$ cat config.mk
export PLATFORM = sky130hd
export DESIGN_NAME = circular_fifo_queue
export DESIGN_NICKNAME = d
export VERILOG_FILES = /design/src/sv/cfq_pkg.sv /design/src/sv/cfq_ram.sv /design/src/sv/cfq_ptr.sv /design/src/sv/circular_fifo_queue.sv
export SDC_FILE = /design/constraint.sdc
export NUM_CORES = 1
export LEC_CHECK = 0
export ABC_AREA = 1
export BUFFER_PORTS_ARGS = -buffer_cell sky130_fd_sc_hd__buf_2
export CORE_UTILIZATION = 44
export DETAILED_ROUTE_END_ITERATION = 16
export SYNTH_ARGS = -nofsm -noshare
export SYNTH_HDL_FRONTEND = slang
export SYNTH_SLANG_ARGS = --single-unit
export TNS_END_PERCENT = 10
$ cat constraint.sdc
create_clock -name i_clk -period 4 [get_ports i_clk]
set_clock_uncertainty 0.15 [all_clocks]
set_input_delay 0 -clock i_clk [delete_from_list [all_inputs] [get_ports i_clk]]
set_output_delay 0 -clock i_clk [all_outputs]
set_load 0.1 [all_outputs]
$ cat src/sv/cfq_pkg.sv
// cfq_pkg: shared types, request and status codes for the circular fifo queue
// used by cfq_ptr and circular_fifo_queue; no dependencies
package cfq_pkg;

    localparam int DEPTH_DEF  = 16;
    localparam int WORD_W     = 32;
    localparam int COUNT_W    = 5;

    localparam logic [2:0] REQ_PUSH     = 3'd0;
    localparam logic [2:0] REQ_POP      = 3'd1;
    localparam logic [2:0] REQ_PEEK_OLD = 3'd2;
    localparam logic [2:0] REQ_PEEK_NEW = 3'd3;
    localparam logic [2:0] REQ_CLEAR    = 3'd4;

    localparam logic [1:0] ST_OK    = 2'd0;
    localparam logic [1:0] ST_FULL  = 2'd1;
    localparam logic [1:0] ST_EMPTY = 2'd2;

    typedef struct packed {
        logic [2:0]               req_type;
        logic signed [WORD_W-1:0] push_value;
    } t_req;

    typedef struct packed {
        logic signed [WORD_W-1:0] read_value;
        logic [1:0]               status;
        logic [COUNT_W-1:0]       entry_count;
        logic                     is_full;
        logic                     is_empty;
    } t_rsp;

    // per-request decision from the pointer block
    typedef struct packed {
        logic               wr_en;
        logic               rd_en;
        logic [1:0]         status;
        logic [COUNT_W-1:0] entry_count;
        logic               is_full;
        logic               is_empty;
    } t_op_info;

endpackage

$ cat src/sv/cfq_ram.sv
// cfq_ram: generic simple dual-port ram, one write and one registered read port
// no dependencies
module cfq_ram #(
    parameter int WIDTH = 32,
    parameter int DEPTH = 16
) (
    input  logic                     i_clk,
    input  logic                     i_wr_en,
    input  logic [$clog2(DEPTH)-1:0] i_wr_addr,
    input  logic [WIDTH-1:0]         i_wr_data,
    input  logic                     i_rd_en,
    input  logic [$clog2(DEPTH)-1:0] i_rd_addr,
    output logic [WIDTH-1:0]         o_rd_data
);

    logic [WIDTH-1:0] r_mem [DEPTH];
    logic [WIDTH-1:0] r_rd_data;

    always_ff @(posedge i_clk) begin
        if (i_wr_en) begin
            r_mem[i_wr_addr] <= i_wr_data;
        end
        if (i_rd_en) begin
            r_rd_data <= r_mem[i_rd_addr];
        end
    end

    assign o_rd_data = r_rd_data;

endmodule

$ cat src/sv/cfq_ptr.sv
// cfq_ptr: head, tail and occupancy registers with the per-request decode
// depends on cfq_pkg
module cfq_ptr #(
    parameter int DEPTH = cfq_pkg::DEPTH_DEF
) (
    input  logic                     i_clk,
    input  logic                     i_rst_n,
    input  logic                     i_fire,
    input  logic [2:0]               i_req_type,
    output cfq_pkg::t_op_info        o_info,
    output logic [$clog2(DEPTH)-1:0] o_wr_addr,
    output logic [$clog2(DEPTH)-1:0] o_rd_addr
);
    import cfq_pkg::*;

    localparam int AW = $clog2(DEPTH);
    localparam int CW = $clog2(DEPTH + 1);
    localparam logic [AW-1:0] LAST_IDX = AW'(DEPTH - 1);
    localparam logic [CW-1:0] FULL_CNT = CW'(DEPTH);

    logic [AW-1:0] r_head, n_head;
    logic [AW-1:0] r_tail, n_tail;
    logic [CW-1:0] r_occ,  n_occ;
    logic [AW-1:0] head_inc, tail_inc;
    logic          occ_zero, occ_full;

    assign head_inc = (r_head == LAST_IDX) ? '0 : r_head + 1'b1;
    assign tail_inc = (r_tail == LAST_IDX) ? '0 : r_tail + 1'b1;
    assign occ_zero = (r_occ == '0);
    assign occ_full = (r_occ == FULL_CNT);

    always_comb begin
        n_head         = r_head;
        n_tail         = r_tail;
        n_occ          = r_occ;
        o_info.wr_en   = 1'b0;
        o_info.rd_en   = 1'b0;
        o_info.status  = ST_OK;
        o_wr_addr      = tail_inc;
        o_rd_addr      = r_head;
        case (i_req_type)
            REQ_PUSH: begin
                if (occ_full) begin
                    o_info.status = ST_FULL;
                end else begin
                    o_info.wr_en = 1'b1;
                    n_tail       = tail_inc;
                    n_occ        = r_occ + 1'b1;
                end
            end
            REQ_POP: begin
                if (occ_zero) begin
                    o_info.status = ST_EMPTY;
                end else begin
                    o_info.rd_en = 1'b1;
                    n_occ        = r_occ - 1'b1;
                    // last entry gone: pointers go back to their reset places
                    if (r_occ == CW'(1)) begin
                        n_head = '0;
                        n_tail = LAST_IDX;
                    end else begin
                        n_head = head_inc;
                    end
                end
            end
            REQ_PEEK_OLD: begin
                if (occ_zero) begin
                    o_info.status = ST_EMPTY;
                end else begin
                    o_info.rd_en = 1'b1;
                end
            end
            REQ_PEEK_NEW: begin
                o_rd_addr = r_tail;
                if (occ_zero) begin
                    o_info.status = ST_EMPTY;
                end else begin
                    o_info.rd_en = 1'b1;
                end
            end
            REQ_CLEAR: begin
                n_head = '0;
                n_tail = LAST_IDX;
                n_occ  = '0;
            end
            default: begin
            end
        endcase
        // count and flags describe the queue after this request
        o_info.entry_count = COUNT_W'(n_occ);
        o_info.is_full     = (n_occ == FULL_CNT);
        o_info.is_empty    = (n_occ == '0);
    end

    always_ff @(posedge i_clk) begin
        if (!i_rst_n) begin
            r_head <= '0;
            r_tail <= LAST_IDX;
            r_occ  <= '0;
        end else if (i_fire) begin
            r_head <= n_head;
            r_tail <= n_tail;
            r_occ  <= n_occ;
        end
    end

endmodule

$ cat src/sv/circular_fifo_queue.sv
// circular_fifo_queue: ring-buffer fifo of signed words with push, pop, peeks and clear
// depends on cfq_pkg, cfq_ptr and cfq_ram
//
// usage
//   input channel: i_in_valid / o_in_stall carry one request transaction
//     (req_type, push_value); a transaction moves on a rising edge with
//     valid high and stall low
//   output channel: o_out_valid / i_out_stall carry exactly one result
//     transaction per request, in request order
//   results: push, clear and every rejected or unknown request show their
//     result in the cycle after acceptance; pops and peeks pass through
//     S_READ first, since the word comes out of the slot ram on a registered read
//   throughput: one request per cycle for non-reading requests while
//     i_out_stall stays low; successful pops and peeks hold o_in_stall high in S_READ
//   reset: i_rst_n low empties the queue (count 0, head 0, tail at the last
//     slot); slot contents are not cleared and are never read before written
//   stall: a result waits in the output register while i_out_stall is high;
//     a new request is still taken when the waiting result leaves that cycle,
//     otherwise o_in_stall is raised
module circular_fifo_queue #(
    parameter int DEPTH = cfq_pkg::DEPTH_DEF
) (
    input  logic          i_clk,
    input  logic          i_rst_n,
    input  logic          i_in_valid,
    output logic          o_in_stall,
    input  cfq_pkg::t_req i_in_data,
    output logic          o_out_valid,
    input  logic          i_out_stall,
    output cfq_pkg::t_rsp o_out_data
);
    import cfq_pkg::*;

    localparam int AW = $clog2(DEPTH);

    // control sequence: idle takes requests, read waits for the ram word
    typedef enum logic [1:0] {
        S_IDLE = 2'b01,
        S_READ = 2'b10
    } t_state;

    t_state           r_state;
    t_op_info         info;
    t_op_info         r_pend;
    t_rsp             r_out;
    logic             r_out_valid;
    logic             in_fire;
    logic             out_take;
    logic [AW-1:0]    wr_addr;
    logic [AW-1:0]    rd_addr;
    logic [WORD_W-1:0] rd_data;

    // output register may be refilled on the edge its result leaves
    assign out_take   = r_out_valid && !i_out_stall;
    assign o_in_stall = !((r_state == S_IDLE) && (!r_out_valid || out_take));
    assign in_fire    = i_in_valid && !o_in_stall;

    cfq_ptr #(
        .DEPTH (DEPTH)
    ) u_ptr (
        .i_clk      (i_clk),
        .i_rst_n    (i_rst_n),
        .i_fire     (in_fire),
        .i_req_type (i_in_data.req_type),
        .o_info     (info),
        .o_wr_addr  (wr_addr),
        .o_rd_addr  (rd_addr)
    );

    // slot storage, written on accepted pushes, read on accepted pops and peeks
    cfq_ram #(
        .WIDTH (WORD_W),
        .DEPTH (DEPTH)
    ) u_slots (
        .i_clk     (i_clk),
        .i_wr_en   (in_fire && info.wr_en),
        .i_wr_addr (wr_addr),
        .i_wr_data (i_in_data.push_value),
        .i_rd_en   (in_fire && info.rd_en),
        .i_rd_addr (rd_addr),
        .o_rd_data (rd_data)
    );

    // control state and output valid
    always_ff @(posedge i_clk) begin
        if (!i_rst_n) begin
            r_state     <= S_IDLE;
            r_out_valid <= 1'b0;
        end else begin
            if (out_take) begin
                r_out_valid <= 1'b0;
            end
            case (r_state)
                S_IDLE: begin
                    if (in_fire) begin
                        if (info.rd_en) begin
                            r_state <= S_READ;
                        end else begin
                            r_out_valid <= 1'b1;
                        end
                    end
                end
                S_READ: begin
                    // ram word is ready, output register is free here
                    r_state     <= S_IDLE;
                    r_out_valid <= 1'b1;
                end
                default: begin
                    r_state <= S_IDLE;
                end
            endcase
        end
    end

    // result payload
    always_ff @(posedge i_clk) begin
        if (r_state == S_READ) begin
            r_out.read_value  <= rd_data;
            r_out.status      <= r_pend.status;
            r_out.entry_count <= r_pend.entry_count;
            r_out.is_full     <= r_pend.is_full;
            r_out.is_empty    <= r_pend.is_empty;
        end else if (in_fire) begin
            r_pend            <= info;
            // no word read: value reads as zero
            r_out.read_value  <= '0;
            r_out.status      <= info.status;
            r_out.entry_count <= info.entry_count;
            r_out.is_full     <= info.is_full;
            r_out.is_empty    <= info.is_empty;
        end
    end

    assign o_out_valid = r_out_valid;
    assign o_out_data  = r_out;

endmodule
==> summary.json <==
{
  "synth.ff_latch_count": {"value": 610},
  "post_synth.cell_area_avg": {"value": 11.3, "unit": "µm²"},
  "tritoncts_num_sinks": {"value": 610},
  "cts_made_buffers": {"value": 66},
  "post_route_fraction_of_the_period_consumed_by_the_critical_path": {"value": 87.1, "unit": "%"},
  "pwr_density_cell": {"value": 497, "unit": "mW/mm²"},
  "routedWlPerCell": {"value": 20.0, "unit": "µm"},
  "max_freq": {"value": 0.287, "unit": "GHz"},
  "synth_top_area_share": {"value": 69.4, "unit": "%"},
  "cp.arrival": {"value": 3.62, "unit": "ns"},
  "drtAntennaViolNets": {"value": 0},
  "vias": {"value": 16800},
  "core": {"value": 0.0577, "unit": "mm²"},
  "h-tree-depth": {"value": 3},
  "worst_relative_slew_slack": {"value": 34.4, "unit": "%"},
  "synthesis.nets": {"value": 2335},
  "num-nets-final": {"value": 2451},
  "cts_buffer_depth": {"value": 3},
  "syn-instance-count": {"value": 2284},
  "total_leakage_power": {"value": 11.7, "unit": "nW"},
  "globalRoute.totalOverflow": {"value": 0},
  "post_dp_hpwl": {"value": 36300, "unit": "µm"},
  "ff2ff_setup_slack": {"value": 0.52, "unit": "ns"},
  "final-setup-viol-count": {"value": 0},
  "clock_tree.root_cell": {"value": "clkbuf_16"},
  "grt_pass1_wl": {"value": 97600, "unit": "µm"},
  "final_layout_size_suffix_gt1_share": {"value": 9.51, "unit": "%"},
  "detailed_route_wire_length": {"value": 64000, "unit": "µm"},
  "cts_tree": {"value": "done"},
  "post_synth_instance_area": {"value": 0.0257, "unit": "mm²"},
  "num_io_pins": {"value": 82},
  "crit_path_end_kind": {"value": "register"},
  "drt_first_iter_violations": {"value": 1583},
  "grt_pass1_vias": {"value": 16000},
  "synth-warning-count": {"value": 0},
  "postCtsSetupBuffers": {"value": 0},
  "worst_setup_hold_path_clk_slew": {"value": 0.06, "unit": "ns"},
  "insertedDiodeCount": {"value": 0},
  "holdCritPathClass": {"value": "input pin to register"},
  "timing.critical_path.from_type": {"value": "register"},
  "area_delta_synth_final": {"value": 14.8, "unit": "%"},
  "row_count": {"value": 88},
  "worst_slew_pin_slew": {"value": 0.984, "unit": "ns"},
  "synth_sequential_area_ratio": {"value": 70.6, "unit": "%"},
  "placed_cell_area": {"value": 0.0272, "unit": "mm²"},
  "firstDrtPassIters": {"value": 7},
  "path_class": {"value": "register to register"},
  "slew_violations": {"value": 0},
  "die_x": {"value": 244, "unit": "µm"},
  "synth.largest_area_cell": {"value": "edfxtp_1"},
  "insertion_delay": {"value": 0.60, "unit": "ns"},
  "vias_per_cell": {"value": 5.24},
  "die_area": {"value": 0.0594, "unit": "mm²"},
  "timing.final.crit_period": {"value": 3.48, "unit": "ns"},
  "timing.max_cap.violations": {"value": 0},
  "post-route-cell-area": {"value": 0.0295, "unit": "mm²"},
  "gp_routability_congestion": {"value": 0.844},
  "grt_start_max_net_pins": {"value": 189},
  "grt_antenna_before_repair": {"value": 1},
  "floorplan.initialDensity": {"value": 44.6, "unit": "%"},
  "netlist_top_cells_area": {"value": "edfxtp_1 (69%), nand2_1 (9.4%), nand3_1 (6.7%)"},
  "fin_setup_tns": {"value": 0, "unit": "ns"},
  "io_buffer_count": {"value": 81},
  "post-route-drc-count": {"value": 0},
  "required_time_reported_for_the_critical_path_endpoint": {"value": 4.13, "unit": "ns"},
  "die-height": {"value": 244, "unit": "µm"},
  "ys_types": {"value": 28},
  "report.power.total": {"value": 0.0147, "unit": "W"},
  "cp_max_fo": {"value": 18},
  "finalHoldViolCount": {"value": 0},
  "globalRouteTotalUtil": {"value": 21.8, "unit": "%"},
  "ir_drop": {"value": 0.383, "unit": "mV"},
  "rsz0062_at_grt": {"value": "no"},
  "run_status": {"value": "complete, no violations"}
}
[worst max-delay path, cell delays in order (launching register included)]
cell,delay (ns)
dfxtp_1,0.31
inv_1,0.07
ha_1,0.23
nand3_1,0.09
dlygate4sd3_1,0.56
buf_4,0.19
nor2_1,0.35
nand2_1,0.38
nor2_4,0.59
buf_12,0.24
[through the flow]
step / utilization [%] / instances / hold WS [ns] / setup WS (ns)
after floorplan: - / 2284 / -0.0511 / 0.677
after global placement: 47.1 / 3053 / 0.159 / 0.850
after detailed placement: 47.1 / 3053 / 0.157 / 0.816
after CTS: 51.2 / 3204 / 0.126 / 0.535
after global routing: 51.2 / 3204 / 0.163 / 0.327
final: 51.2 / 3204 / 0.152 / 0.517
[state kept, by name, indices dropped and copies added (netlist names)]
name and cells:
u_slots.o_rd_data 32, o_out_valid 1, r_state 2, u_ptr.r_head 4, u_ptr.r_occ 5, u_slots.r_mem 512, r_pend 9, o_out_data 41
u_ptr.r_tail 4
[where the power goes]
group	total [W]	internal [W]	leakage (nW)	switching (W)
combinational	0.00179	0.000390	5.23	0.00140
clock	0.00562	0.00325	0.947	0.00238
sequential	0.00725	0.00720	5.53	0.0000571
total	0.0147	0.0108	11.7	0.00383
[area by class of cell]
cell class                 instances  area (µm²)
clock buffer                      83        1740
clock inverter                    24         194
fill                            5051       28200
inverter                         324        1220
multi-input combinational       1232        5950
sequential                       610       18200
tap                              765         957
timing repair buffer             166        1320
[cell usage after synthesis, drive strengths merged]
library cell / count
clkbuf: 19
nand3: 345
a21oi: 16
a31oi: 2
dfxtp: 16
inv: 323
nand2: 648
nand3b: 64
and3: 1
buf: 99
o21ai: 20
ha: 12
clkinv: 1
nand4: 7
xor2: 3
edfxtp: 594
o211ai: 65
nor3: 3
o21bai: 1
nor2: 45
[cell families after synthesis]
kind of cell,share of synthesized area [%]
flops,70.6
xor+xnor,0.102
compound gates,2.68
simple gates,19.0
buf+inv,7.00
fa+ha+maj,0.584
[cell usage in the layout, fill, tap and decap left out, drive strengths merged]
cell         instances
a21oi               16
a31oi                2
and3                 1
buf                122
bufinv               3
clkbuf              83
clkinv              19
dfxtp               16
dlygate4sd3         44
edfxtp             594
ha                  12
inv                326
nand2              648
nand3              345
nand3b              64
nand4                7
nor2                45
nor3                 3
o211ai              65
o21ai               20
o21bai               1
xor2                 3
[metal layers]
metal | vias to the layer above | GRT usage (%) | routed length (µm)
met1 | 8220 | 31.1 | 28200
met3 | 87 | 3.66 | 4630
met4 | 0 | 5.83 | 1140
met2 | 566 | 34.6 | 30100
met5 | - | 0 | 0
li1 | 7929 | - | -
[what timing repair did]
| item | CTS | global route |
|---|---|---|
| endpoints found under the hold margin | 547 | 0 |
| resized for setup | 0 | 0 |
| hold buffers | 44 | 0 |
[path summary, 6_finish.rpt]
| path | startpoint | endpoint | cells past startpoint |
|---|---|---|---|
| max | r_state[1] | u_slots.r_mem[13][22] | 9 |
| min | i_rst_n | r_state[1] | 4 |
| max reg2reg | r_state[1] | u_slots.r_mem[13][22] | 9 |
| min reg2reg | r_state[1] | r_state[1] | 2 |
(Power assumes the default switching activity.)
